$ cat config.mk
export PLATFORM = sky130hd
export DESIGN_NAME = boot_image_verifier_top
export DESIGN_NICKNAME = d
export VERILOG_FILES = /design/src/biv_pkg.sv /design/src/biv_verdict.sv /design/src/boot_image_verifier_top.sv
export SDC_FILE = /design/constraint.sdc
export NUM_CORES = 1
export LEC_CHECK = 0
export BUFFER_PORTS_ARGS = -buffer_cell sky130_fd_sc_hd__buf_2
export CAP_MARGIN = 20
export CORE_MARGIN = 4
export CORE_UTILIZATION = 61
export DETAILED_ROUTE_END_ITERATION = 10
export GPL_TIMING_DRIVEN = 0
export PLACE_DENSITY = 0.8
export SYNTH_ARGS = -nofsm -noshare
export SYNTH_HDL_FRONTEND = slang
export SYNTH_HIERARCHICAL = 1
export SYNTH_SLANG_ARGS = --single-unit
$ cat constraint.sdc
create_clock -name clock -period 41.5 [get_ports clock]
set_input_delay 8.3 -clock clock [delete_from_list [all_inputs] [get_ports clock]]
set_output_delay 8.3 -clock clock [all_outputs]
set_load 0.005 [all_outputs]
$ cat src/biv_pkg.sv
// ----------------------------------------------------------------------------
// biv_pkg: shared types, constants and the CRC helper
// Register indexes, status codes, reset values and the byte-wide CRC-32 step
// used by the boot image verifier.
// ----------------------------------------------------------------------------
package biv_pkg;

   // Field widths
   localparam int unsigned LenW    = 20;
   localparam int unsigned WordW   = 32;
   localparam int unsigned ByteW   = 8;
   localparam int unsigned StatusW = 3;
   localparam int unsigned IndexW  = 3;

   // Size limits of an image
   localparam logic [LenW-1:0] MAX_IMAGE_BYTES = 20'd917504;
   localparam logic [LenW-1:0] MIN_IMAGE_BYTES = 20'd8;

   // Byte positions of the stack pointer and the reset vector
   localparam logic [LenW-1:0] STACK_END  = 20'd4;
   localparam logic [LenW-1:0] VECTOR_END = 20'd8;

   // CRC-32, reflected
   localparam logic [WordW-1:0] CRC_POLY = 32'hEDB8_8320;
   localparam logic [WordW-1:0] CRC_ONES = 32'hFFFF_FFFF;

   // Register reset values
   localparam logic [WordW-1:0] RESET_EXPECTED_CRC = 32'h0000_0000;
   localparam logic [WordW-1:0] RESET_LOAD_ADDR    = 32'h1002_0000;
   localparam logic [WordW-1:0] RESET_RAM_LOW      = 32'h2000_0000;
   localparam logic [WordW-1:0] RESET_RAM_HIGH     = 32'h2004_2000;

   // Register indexes
   localparam logic [IndexW-1:0] CSR_IMAGE_LENGTH = 3'd0;
   localparam logic [IndexW-1:0] CSR_EXPECTED_CRC = 3'd1;
   localparam logic [IndexW-1:0] CSR_LOAD_ADDR    = 3'd2;
   localparam logic [IndexW-1:0] CSR_RAM_LOW      = 3'd3;
   localparam logic [IndexW-1:0] CSR_RAM_HIGH     = 3'd4;

   // Verdict codes
   localparam logic [StatusW-1:0] STATUS_OK     = 3'd0;
   localparam logic [StatusW-1:0] STATUS_SIZE   = 3'd1;
   localparam logic [StatusW-1:0] STATUS_STACK  = 3'd2;
   localparam logic [StatusW-1:0] STATUS_VECTOR = 3'd3;
   localparam logic [StatusW-1:0] STATUS_CRC    = 3'd4;

   // Configuration registers as seen by the verdict logic
   typedef struct packed {
      logic [LenW-1:0]  image_length;
      logic [WordW-1:0] expected_crc;
      logic [WordW-1:0] load_addr;
      logic [WordW-1:0] ram_low;
      logic [WordW-1:0] ram_high;
   } cfg_type;

   // Image summary handed to the verdict stage
   typedef struct packed {
      logic [WordW-1:0] crc_acc;
      logic [WordW-1:0] stack_word;
      logic [WordW-1:0] vector_word;
   } snap_type;

   // One byte through the reflected CRC, bit by bit
   function automatic logic [WordW-1:0] crc_byte(input logic [WordW-1:0] c_in,
                                                 input logic [ByteW-1:0] b);
      logic [WordW-1:0] c;
      c = c_in ^ {{(WordW-ByteW){1'b0}}, b};
      for (int k = 0; k < ByteW; k++) begin
         c = c[0] ? ((c >> 1) ^ CRC_POLY) : (c >> 1);
      end
      return c;
   endfunction

endpackage

$ cat src/biv_verdict.sv
// ----------------------------------------------------------------------------
// biv_verdict: image checks
// Works out the status code of a finished image from its summary and the
// configuration; the first failing check in the order size, stack, vector,
// CRC sets the code.
// ----------------------------------------------------------------------------
module biv_verdict (
   input  biv_pkg::cfg_type               cfg,
   input  biv_pkg::snap_type              snap,
   output logic [biv_pkg::StatusW-1:0]    status
);
   import biv_pkg::*;

   logic             size_bad;
   logic             stack_bad;
   logic             vector_bad;
   logic             crc_bad;
   logic [WordW:0]   vec_addr;
   logic [WordW:0]   vec_limit;

   // Individual checks, all in parallel
   always_comb begin
      size_bad   = (cfg.image_length < MIN_IMAGE_BYTES) ||
                   (cfg.image_length > MAX_IMAGE_BYTES);
      stack_bad  = (snap.stack_word < cfg.ram_low) ||
                   (snap.stack_word > cfg.ram_high) ||
                   (snap.stack_word[1:0] != 2'b00);
      // upper bound kept at 33 bits so it cannot wrap
      vec_addr   = {1'b0, snap.vector_word[WordW-1:1], 1'b0};
      vec_limit  = {1'b0, cfg.load_addr} +
                   {{(WordW+1-LenW){1'b0}}, cfg.image_length};
      vector_bad = !snap.vector_word[0] ||
                   (vec_addr < {1'b0, cfg.load_addr}) ||
                   (vec_addr >= vec_limit);
      crc_bad    = (snap.crc_acc ^ CRC_ONES) != cfg.expected_crc;
   end

   // First failing check wins
   always_comb begin
      priority if (size_bad) begin
         status = STATUS_SIZE;
      end else if (stack_bad) begin
         status = STATUS_STACK;
      end else if (vector_bad) begin
         status = STATUS_VECTOR;
      end else if (crc_bad) begin
         status = STATUS_CRC;
      end else begin
         status = STATUS_OK;
      end
   end

endmodule

$ cat src/boot_image_verifier_top.sv
// ----------------------------------------------------------------------------
// boot_image_verifier_top: streaming firmware image check
// Runs CRC-32 over an image byte stream, picks out the stack pointer and the
// reset vector, and reports one verdict per image.
// ----------------------------------------------------------------------------
// The block takes one image byte per clock cycle, back to back, for as long
// as the result side keeps up. Each accepted item goes through the byte-wide
// CRC update in the cycle it is accepted; that unrolled eight-step CRC is the
// longest path. The item that completes an image yields its verdict on the
// result port through the check stage register and then the output register.
// A verdict waiting on the output does not stop the stream; only when both
// the check stage and the output register hold verdicts does the input
// stall. Start flags a new image; bytes past the configured size, and
// bytes with no image open, are taken and dropped.
module boot_image_verifier_top (
   input  logic                           clock,
   input  logic                           reset,
   // image bytes
   input  logic                           req_valid,
   output logic                           req_ready,
   input  logic [biv_pkg::ByteW-1:0]      req_data_byte,
   input  logic                           req_start_req,
   // verdicts
   output logic                           rsp_valid,
   input  logic                           rsp_ready,
   output logic                           rsp_image_ok,
   output logic [biv_pkg::StatusW-1:0]    rsp_status,
   output logic [biv_pkg::WordW-1:0]      rsp_crc_value,
   // configuration
   input  logic                           csr_write_enable,
   input  logic [biv_pkg::IndexW-1:0]     csr_index,
   input  logic [biv_pkg::WordW-1:0]      csr_write_data
);
   import biv_pkg::*;

   cfg_type             cfg_ff;
   logic [WordW-1:0]    crc_ff, crc_in;
   logic [LenW-1:0]     count_ff, count_in;
   logic [WordW-1:0]    stack_ff, stack_in;
   logic [WordW-1:0]    vector_ff, vector_in;
   logic                finished_ff, finished_in;

   logic                snap_valid_ff;
   snap_type            snap_ff;
   logic                rsp_valid_ff;
   logic                rsp_image_ok_ff;
   logic [StatusW-1:0]  rsp_status_ff;
   logic [WordW-1:0]    rsp_crc_ff;

   logic                accept;
   logic                out_free;
   logic                done;
   logic                absorb;
   logic [WordW-1:0]    crc_0;
   logic [LenW-1:0]     count_0;
   logic                finished_0;
   logic [StatusW-1:0]  status;

   // Configuration registers
   always_ff @(posedge clock) begin
      if (reset) begin
         cfg_ff.image_length <= MAX_IMAGE_BYTES;
         cfg_ff.expected_crc <= RESET_EXPECTED_CRC;
         cfg_ff.load_addr    <= RESET_LOAD_ADDR;
         cfg_ff.ram_low      <= RESET_RAM_LOW;
         cfg_ff.ram_high     <= RESET_RAM_HIGH;
      end else if (csr_write_enable) begin
         unique case (csr_index)
            CSR_IMAGE_LENGTH: cfg_ff.image_length <= csr_write_data[LenW-1:0];
            CSR_EXPECTED_CRC: cfg_ff.expected_crc <= csr_write_data;
            CSR_LOAD_ADDR:    cfg_ff.load_addr    <= csr_write_data;
            CSR_RAM_LOW:      cfg_ff.ram_low      <= csr_write_data;
            CSR_RAM_HIGH:     cfg_ff.ram_high     <= csr_write_data;
            default: begin
            end
         endcase
      end
   end

   // Handshake
   assign out_free  = !rsp_valid_ff || rsp_ready;
   assign req_ready = !snap_valid_ff || out_free;
   assign accept    = req_valid && req_ready;

   // Per-byte step: start, absorb, end of image
   always_comb begin
      crc_0      = req_start_req ? CRC_ONES : crc_ff;
      count_0    = req_start_req ? '0 : count_ff;
      stack_in   = req_start_req ? '0 : stack_ff;
      vector_in  = req_start_req ? '0 : vector_ff;
      finished_0 = req_start_req ? 1'b0 : finished_ff;

      absorb   = !finished_0 && (count_0 < cfg_ff.image_length);
      crc_in   = absorb ? crc_byte(crc_0, req_data_byte) : crc_0;
      count_in = absorb ? count_0 + 20'd1 : count_0;

      if (absorb && (count_0 < STACK_END)) begin
         stack_in[{count_0[1:0], 3'b000} +: ByteW] =
            stack_in[{count_0[1:0], 3'b000} +: ByteW] | req_data_byte;
      end
      if (absorb && (count_0 >= STACK_END) && (count_0 < VECTOR_END)) begin
         vector_in[{count_0[1:0], 3'b000} +: ByteW] =
            vector_in[{count_0[1:0], 3'b000} +: ByteW] | req_data_byte;
      end

      done        = !finished_0 && (count_in >= cfg_ff.image_length);
      finished_in = finished_0 || done;
   end

   // Image state
   always_ff @(posedge clock) begin
      if (reset) begin
         crc_ff      <= CRC_ONES;
         count_ff    <= '0;
         stack_ff    <= '0;
         vector_ff   <= '0;
         finished_ff <= 1'b1;
      end else if (accept) begin
         crc_ff      <= crc_in;
         count_ff    <= count_in;
         stack_ff    <= stack_in;
         vector_ff   <= vector_in;
         finished_ff <= finished_in;
      end
   end

   // Check stage: summary of a finished image
   always_ff @(posedge clock) begin
      if (reset) begin
         snap_valid_ff <= 1'b0;
      end else if (accept && done) begin
         snap_valid_ff <= 1'b1;
      end else if (out_free) begin
         snap_valid_ff <= 1'b0;
      end
   end

   always_ff @(posedge clock) begin
      if (accept && done) begin
         snap_ff.crc_acc     <= crc_in;
         snap_ff.stack_word  <= stack_in;
         snap_ff.vector_word <= vector_in;
      end
   end

   biv_verdict u_verdict (
      .cfg    (cfg_ff),
      .snap   (snap_ff),
      .status (status)
   );

   // Output register
   always_ff @(posedge clock) begin
      if (reset) begin
         rsp_valid_ff <= 1'b0;
      end else if (out_free) begin
         rsp_valid_ff <= snap_valid_ff;
      end
   end

   always_ff @(posedge clock) begin
      if (out_free && snap_valid_ff) begin
         rsp_image_ok_ff <= (status == STATUS_OK);
         rsp_status_ff   <= status;
         rsp_crc_ff      <= snap_ff.crc_acc ^ CRC_ONES;
      end
   end

   assign rsp_valid     = rsp_valid_ff;
   assign rsp_image_ok  = rsp_image_ok_ff;
   assign rsp_status    = rsp_status_ff;
   assign rsp_crc_value = rsp_crc_ff;

endmodule

; Word level (Yosys, flattened, before mapping)
; Cells that the tools add are included.
[word_totals]
register_bits = 399
inputBits = 49
out_inout_bits = 38
wordCells = 108
[op_classes]
n_lt_le_gt_ge = 11
addsub = 3
n_eq_ne = 5
reduce_logical = 29
shifts = 5
n_bitwise = 12
n_mux = 25
[op_table]
columns = op, n
row1 = $mux 32, 14
row2 = $not 13->14, 8
row3 = $bwmux 32, 2
row4 = $lt 32x32->1, 2
row5 = $shiftx 32x6->8, 2
row6 = $shiftx 8x7->32, 2
row7 = $lt 20x4->1 const B, 2
row8 = $mux 20, 2
row9 = $add 32x20->33, 1
row10 = $ge 32x33->1, 1
row11 = $gt 32x32->1, 1
row12 = $ne 32x32->1, 1
row13 = $not 32->32, 1
row14 = $shift 8x7->32 const A, 1
row15 = $xor 32x8->32, 1
row16 = $add 20x1->20 const B, 1
row17 = $ge 20x20->1, 1
row18 = $ge 20x3->1 const B, 1
row19 = $gt 20x20->1 const B, 1
row20 = $lt 20x20->1, 1
row21 = $lt 20x3->1 const B, 1
row22 = $or 8x8->8, 2
row23 = $mux 3, 4
row24 = $reduce_and 2->1, 5
row25 = 10 further kinds, 32

; Logic depth before layout (Yosys ltp)
; Gate-level depths: netlist of run 1.
[depth]
word_depth = 19
ltp_mapped = 24
depth_no_buf = 19

; Modules after synthesis
; Netlist of run 1, hierarchy kept.
[modules_own_cells]
columns = mod, seq_area_each_um2, area_each_um2, instances, cells_per_inst
row1 = boot_image_verifier_top, 9308.9, 17804.6, 1, 1845
row2 = biv_verdict, 0.0, 4634.4, 1, 623

; Worst setup path before layout of run 1
; OpenSTA, ideal clock, no wires.
[synth_timing]
kind = input to register
from = in req_start_req
to = reg snap_ff[0] in the netlist's numbering, enable pin
cell_stages = 23
arrival_time_ps = 21697
setup_time_ps = 787
slack_ps = 19016
t_required_ps = 40713
path_buffers = 7
cell_sequence = buf_4 -> clkbuf_1 -> buf_1 -> clkbuf_1 -> nor2b_1 -> ha_1 -> and4_1 -> and4_1 -> nand2_1 -> o221a_2 -> buf_2 -> buf_2 -> buf_1 -> nand4_1 -> xnor2_1 -> ha_1 -> a21o_1 -> a21o_1 -> a21oi_1 -> a21o_1 -> o21ai_0 -> a2111oi_0 -> nor4_1
[synth_via]
elab_chain_cells = 7
elab_cells_between_ends = 10
cone_classes = 1 x add/sub / 2 x order compare / 3 x mux / 4 x reduce/logical
[synth_lines]
columns = item, line
row1 = start: declaration, boot_image_verifier_top.sv:22  ; input logic req_start_req,
row2 = $mux 20 / $mux 1 (equally long branches), "boot_image_verifier_top.sv:88, boot_image_verifier_top.sv:91"
row3 = $lt 20x20->1 / $logic_not 1->1 (equally long branches), boot_image_verifier_top.sv:93  ; absorb = !finished_0 && (count_0 < cfg_ff.image_length);
row4 = $logic_and 1x1->1, boot_image_verifier_top.sv:93
row5 = $mux 20 *, boot_image_verifier_top.sv:95  ; count_in = absorb ? count_0 + 20'd1 : count_0;
row6 = named net count_in[9], boot_image_verifier_top.sv:38  ; logic [LenW-1:0] count_ff, count_in;
row7 = $ge 20x20->1 *, boot_image_verifier_top.sv:106  ; done = !finished_0 && (count_in >= cfg_ff.image_length);
row8 = $logic_and 1x1->1 *, boot_image_verifier_top.sv:106
row9 = $logic_and 1x1->1 *, boot_image_verifier_top.sv:139  ; if (accept && done) begin
row10 = end: declaration, boot_image_verifier_top.sv:44  ; snap_type snap_ff;
; The timed path passes the listed nets; every way through them passes the cells marked *.
; A chain may end at the register's enable or synchronous reset.

; Final worst setup path of run 1
[layout_timing]
from = in rsp_ready
to = out req_ready
[layout_via]
elab_chain_cells = 2
[layout_lines]
columns = item, line
row1 = start: declaration, boot_image_verifier_top.sv:25  ; input logic rsp_ready,
row2 = $logic_or 1x1->1, boot_image_verifier_top.sv:81  ; assign out_free = !rsp_valid_ff || rsp_ready;
row3 = $logic_or 1x1->1, boot_image_verifier_top.sv:82  ; assign req_ready = !snap_valid_ff || out_free;
row4 = end: declaration, boot_image_verifier_top.sv:20  ; output logic req_ready,
; No other way between the ends.

==> results of run 1 <==
cell usage after synthesis, types with 12 or more instances:
library cell / count / area (sq um)
o31ai_1: 12 / 90.1
a21oi_1: 267 / 1340
o211ai_1: 14 / 105
edfxtp_1: 132 / 3960
inv_1: 168 / 631
nor3_1: 29 / 145
a21o_1: 26 / 195
a31oi_1: 22 / 138
nand3_1: 51 / 255
ha_1: 189 / 2360
xnor2_1: 74 / 648
xor2_1: 68 / 596
nor2b_1: 21 / 131
nand2_1: 423 / 1590
mux4_2: 16 / 360
clkbuf_1: 92 / 345
o21ai_0: 104 / 521
o2bb2ai_1: 88 / 771
nand4_1: 52 / 325
nor4_1: 18 / 113
dfxtp_1: 267 / 5350
nor2_1: 99 / 372
worst register-to-register path: cells and delay by family, from the launching register on:
family,cells,cell delay (ps)
compound gates,10,2870
xor+xnor,1,250
fa+ha+maj,2,540
buf+inv,11,3770
flops,1,350
simple gates,3,860
worst max path at each step:
stage	start	endpoint
final	rsp_ready	req_ready
after detailed placement	req_start_req	snap_ff[48]
after global placement	req_start_req	snap_ff[48]
after floorplan	req_start_req	snap_ff[0]
after CTS	rsp_ready	req_ready
after global routing	rsp_ready	req_ready
kinds of logic (layout without fill, tap and decap cells):
logic type	Yosys count	in the layout	share of synthesized area [%]
simple gates	774	774	15.9
compound gates	646	646	18.7
flops	399	399	41.5
buf+inv	281	457	4.78
fa+ha+maj	190	190	10.6
xor+xnor	151	151	6.36
mux	27	27	2.10
other cells	0	1	0
registers in the layout, indices dropped and copies added (netlist names), 3 cells and up:
signal,cells
cfg_ff,148
count_ff,20
crc_ff,32
rsp_crc_value,32
rsp_status,3
snap_ff,96
stack_ff,32
vector_ff,32
layout make-up:
cell class,count,area share [%]
multi-input combinational,1788,48.1
sequential,399,37.1
clock buffer,61,5.17
inverter,169,2.53
tap,461,2.30
timing repair buffer,94,2.05
buffer,112,1.75
clock inverter,21,1.06
antenna,1,0.00997
per-layer routing:
metal / track usage [%] / vias to the layer above / part of all wire, % / wire, um
met5: 0 / - / 0 / 0
met1: 49.7 / 9761 / 38 / 29000
met2: 58.2 / 1338 / 44 / 33700
met3: 7.47 / 310 / 12 / 9160
met4: 19.0 / 0 / 5.9 / 4540
li1: - / 9140 / - / -
power by group through the flow:
stage | logic, W | clock network, W | registers (W)
finish | 0.000128 | 0.000416 | 0.000421
global route | 0.000135 | 0.000432 | 0.000421
CTS | 0.000124 | 0.000417 | 0.000420
detailed placement | 0.000122 | 0 | 0.000428
global placement | 0.000119 | 0 | 0.000428
floorplan | 0.0000844 | 0 | 0.000426
stage by stage:
step | utilization, % | hold slack [ps] | cell area, sq um | worst slack [ps]
floorplan | - | 431 | 22400 | 19020
global placement | 65.2 | 443 | 23400 | 12190
detailed placement | 65.6 | 446 | 23500 | 24070
CTS | 69.9 | 455 | 25100 | 24180
global route | 69.9 | 473 | 25100 | 24130
finish | 69.9 | 453 | 25100 | 24200
==> impl_metrics.yaml, run 1 <==
run_status:
  outcome: "finished clean"
sta:
  fmaxAchievable_ghz: 0.0578
  fin_setup_tns_ps: 0
  finalMaxSlewViolations: 0
  setup_viol_count_final: 0
  final.setup_skew_ps: 28.8
  slew_headroom_pct: 26.9
  hold_violations: 0
  rsz0062_at_grt: "no"
  post-route-min-period_ps: 17300
  tightest_slew_ps: 1070
  period_share_pct: 41.7
clock_network:
  clk_pin_slew_ps: 60
  cts_tree: "built"
  cts_setup_buffers: 0
  clkLatencyLatePin_ps: 590
  cts_buffer_depth: 3
  cts-root-buf: "clkbuf_16"
  clock-sinks: 399
  cts_resized: 0
  postCtsHoldBufs: 0
  htree_num_levels: 2
  numCtsBuffers: 44
global_routing:
  gr-usage-all-layers_pct: 37.3
  antenna_found_initial: 1
  grt_overflow: 0
  grt_pass1_vias: 19600
  grt_pass1_wl_um: 114000
  grt_max_degree: 33
layout:
  seqCellArea_sq_mm: 0.00931
  stdcell_count: 3106
  nNetsFinal: 2847
  drive_gt1_share_pct: 9.00
  area_growth_syn_to_layout_pct: 11.9
  final_cell_mix: "nand2_1, a21oi_1, dfxtp_1, ha_1, inv_1"
  layout_commonest_cell: "nand2_1"
  multi_input_area_sq_mm: 0.0121
  fillCellCount: 2811
power:
  swShare_pct: 27.1
  power.density_mw_per_mm2: 38.4
  p_total_w: 0.000965
  p_comb_share_pct: 13.3
  peakVddDrop_mv: 0.0369
  pwr-share-seq_pct: 43.6
  pwr-share-clk_pct: 43.1
  internal_power_w: 0.000704
  p_leak_nw: 9.19
  power_switching_w: 0.000261
placement:
  io_buffers: 81
  post-dp-hpwl_um: 57200
  place_congestion: 1.00
  place_inst: 3023
route:
  via_count: 20500
  drtPass1Iterations: 7
  drtAntennaViolNets: 0
  wl_per_cell_um: 24.6
  avgViaCountPerCell: 6.62
  postRouteWirelength_um: 76400
  drc: 0
  first_iter_violations: 2222
floorplan:
  fp-row-count: 69
  die_y_um: 200
  io-pin-count: 87
  dieArea_sq_mm: 0.0399
  dieWidth_um: 200
  core_sq_mm: 0.0359
  initial_core_util_pct: 62.5
setup_path:
  worstPathArrival_ps: 9000
  max_stage_delay_ps: 280
  crit_top_cell: "buf_2"
  r2r_slack_ps: 32610
  critPathRequiredTime_ps: 33200
  crit_cells: 4
  rr_startpoint: "count_ff[1]"
  timing.rr.end: "snap_ff[49]"
  critPathTopFamily: "simple AND/OR/NAND/NOR gates"
  end_kind: "output pin"
  worst_r2r_path_depth: 27
  critical_path_class: "in -> out"
  path_cells: "buf_2 -> nor2b_1 -> nand2_1 -> buf_2"
  worst_setup_path_start_kind: "primary input"
  slowest_stage: "nor2b_1"
  worst-path-buf-inv: 2
  crit_fanout: 4
synth:
  synth_warnings: 6
  synthCells: 2468
  synth_edf_count: 132
  synth.ff_latch_count: 399
  synthFlopType: "dfxtp_1"
  synthArstFlopShare_pct: 0
  syn-mean-instance-area_sq_um: 9.09
  yosysSeqAreaShare_pct: 41.5
  yosysUniqueCellTypes: 93
  netlist_area_sq_mm: 0.0224
  synth_nets: 2707
min_path:
  hold_start: "cfg_ff[44]"
  hold_depth: 2
  hold_path_end: "cfg_ff[44]"
  hold_path.class: "reg -> reg"
run:
  drv_cap: 0
No activity file was read; power rests on OpenSTA's default activity.
==> run 2: changes to the inputs <==
- CORE_UTILIZATION: 61 -> 57
- PLACE_DENSITY: 0.8 -> 0.78
- clock period: 41.5 -> 14.6 ns (I/O delays scaled with it)
==> impl_metrics.yaml, run 2 (synthesis gave the netlist of run 1 again) <==
setup_path:
  crit_fanout: 17
  r2r_slack_ps: 6500
  timing.rr.end: "snap_ff[54]"
  critical_path_class: "in -> reg"
  rr_startpoint: "count_ff[1]"
  worst_setup_path_start_kind: "primary input"
  end_kind: "register"
  critPathRequiredTime_ps: 14900
  worstPathArrival_ps: 11550
  worst_r2r_path_depth: 26
power:
  peakVddDrop_mv: 0.0769
  p_total_w: 0.00268
  internal_power_w: 0.00195
  power_switching_w: 0.000733
  power.density_mw_per_mm2: 107
  pwr-share-clk_pct: 41.9
  p_comb_share_pct: 13.4
  swShare_pct: 27.3
  p_leak_nw: 9.10
  pwr-share-seq_pct: 44.6
route:
  first_iter_violations: 2237
  met2_length_um: 33300
  via_count: 20100
  drtAntennaViolNets: 0
  avgViaCountPerCell: 6.38
  wl_met1_um: 29800
  dr_wl_met3_um: 8760
  postRouteWirelength_um: 75900
  wl_per_cell_um: 24.0
  drc: 0
  drtPass1Iterations: 5
  topRoutingLayerUsed: "met5"
sta:
  tightest_slew_ps: 1150
  post-route-min-period_ps: 11250
  rsz0062_at_grt: "no"
  hold_violations: 0
  slew_headroom_pct: 23.0
  finalMaxSlewViolations: 0
  period_share_pct: 77.1
  fmaxAchievable_ghz: 0.0889
  setup_viol_count_final: 0
  final.setup_skew_ps: 23.0
  whs_ps: 459
clock_network:
  cts_tree: "built"
  cts-root-buf: "clkbuf_16"
  cts_buffer_depth: 3
  htree_num_levels: 2
  cts_setup_buffers: 0
  postCtsHoldBufs: 0
  numCtsBuffers: 43
  clk_pin_slew_ps: 60
  clkLatencyLatePin_ps: 600
  cts_resized: 0
  clock-sinks: 399
global_routing:
  grt_pass1_wl_um: 113000
  grt_overflow: 0
  antenna_found_initial: 6
  gr-usage-all-layers_pct: 34.8
  grt_max_degree: 32
  grt_pass1_vias: 19200
placement:
  post-dp-hpwl_um: 57200
  io_buffers: 81
  place_congestion: 1.00
layout:
  largest_reg_flops: 148
  regMostFlops: "cfg_ff"
  area_growth_syn_to_layout_pct: 11.6
  final_util_pct: 64.5
  layout_commonest_cell: "nand2_1"
  nNetsFinal: 2841
  reg_top3: "cfg_ff x148, snap_ff x96"
  final_cell_mix: "nand2_1, a21oi_1, dfxtp_1, ha_1, inv_1"
  drive_gt1_share_pct: 8.61
min_path:
  hold_path.class: "reg -> reg"
  hold_depth: 2
  hold_path_end: "cfg_ff[23]"
  hold_start: "cfg_ff[23]"
floorplan:
  core_sq_mm: 0.0388
  io-pin-count: 87
  dieArea_sq_mm: 0.0426
  die_y_um: 206
  fp-row-count: 72
  initial_core_util_pct: 57.8
  dieWidth_um: 206
run_status:
  outcome: "finished clean"
run:
  drv_cap: 0
[run 2: cell count changes in the layout (fill, tap and decap cells not counted), sizes merged]
cell | before | now
buf | 113 | 108
clkbuf | 154 | 150
diode | 1 | 3
bufinv | 4 | 5
clkinv | 15 | 14
clkinvlp | 1 | 2
[run 2: worst max-delay path: stages]
cell and delay, ps:
buf_2 220, buf_4 280, clkbuf_1 520, buf_1 700
clkbuf_1 650, nor2b_1 250, ha_1 370, and4_1 290
and4_1 240, nand2_1 70, o221a_2 240, nand2_1 180
clkbuf_1 560, clkbuf_1 700, nor2_1 160, xor2_1 190
ha_1 290, nand4_1 110, o311a_1 380, o21ai_0 260
a2111oi_0 240, buf_1 170, nor4_4 840, buf_6 270
buf_6 220, buf_8 190
[run 2: area by class of cell]
class,count,area [sq um]
timing repair buffer,89,500
sequential,399,9310
clock inverter,22,282
fill,3247,13800
clock buffer,57,1150
antenna,3,7.51
multi-input combinational,1788,12100
buffer,112,439
tap,518,648
inverter,169,634
[run 2: worst max-delay path by stage]
stage	slack, ps	to	startpoint	cells after the start
after floorplan	1580	snap_ff[0]	req_start_req	23
final	3350	snap_ff[54]	req_start_req	26
after detailed placement	3140	snap_ff[56]	req_start_req	26
after global routing	3370	snap_ff[55]	req_start_req	26
after CTS	3770	snap_ff[54]	req_start_req	26
after global placement	-3000	snap_ff[2]	req_start_req	22
[run 2: metrics by stage]
stage                     instances  area (sq um)  setup WS [ps]  TNS, ps
final                          3157         25000           3350        0
after global routing           3154         25000           3370        0
after CTS                      3154         25000           3770        0
after detailed placement       3075         23600           3140        0
after global placement         3067         23500          -3000  -287570
after floorplan                2468         22400           1580        0
[run 2: power by group through the flow]
stage	Combinational, W	Clock, W	Sequential [W]
after floorplan	0.000240	0	0.00121
after detailed placement	0.000348	0	0.00122
final	0.000360	0.00112	0.00120
after global placement	0.000340	0	0.00122
after global routing	0.000385	0.00117	0.00120
after CTS	0.000350	0.00113	0.00120
[run 2: metal layers]
layer  GRT usage (%)  vias up
li1                -     9109
met1            45.9     9560
met2            53.7     1185
met3            9.16      268
met4            16.1       10
met5           0.714        -
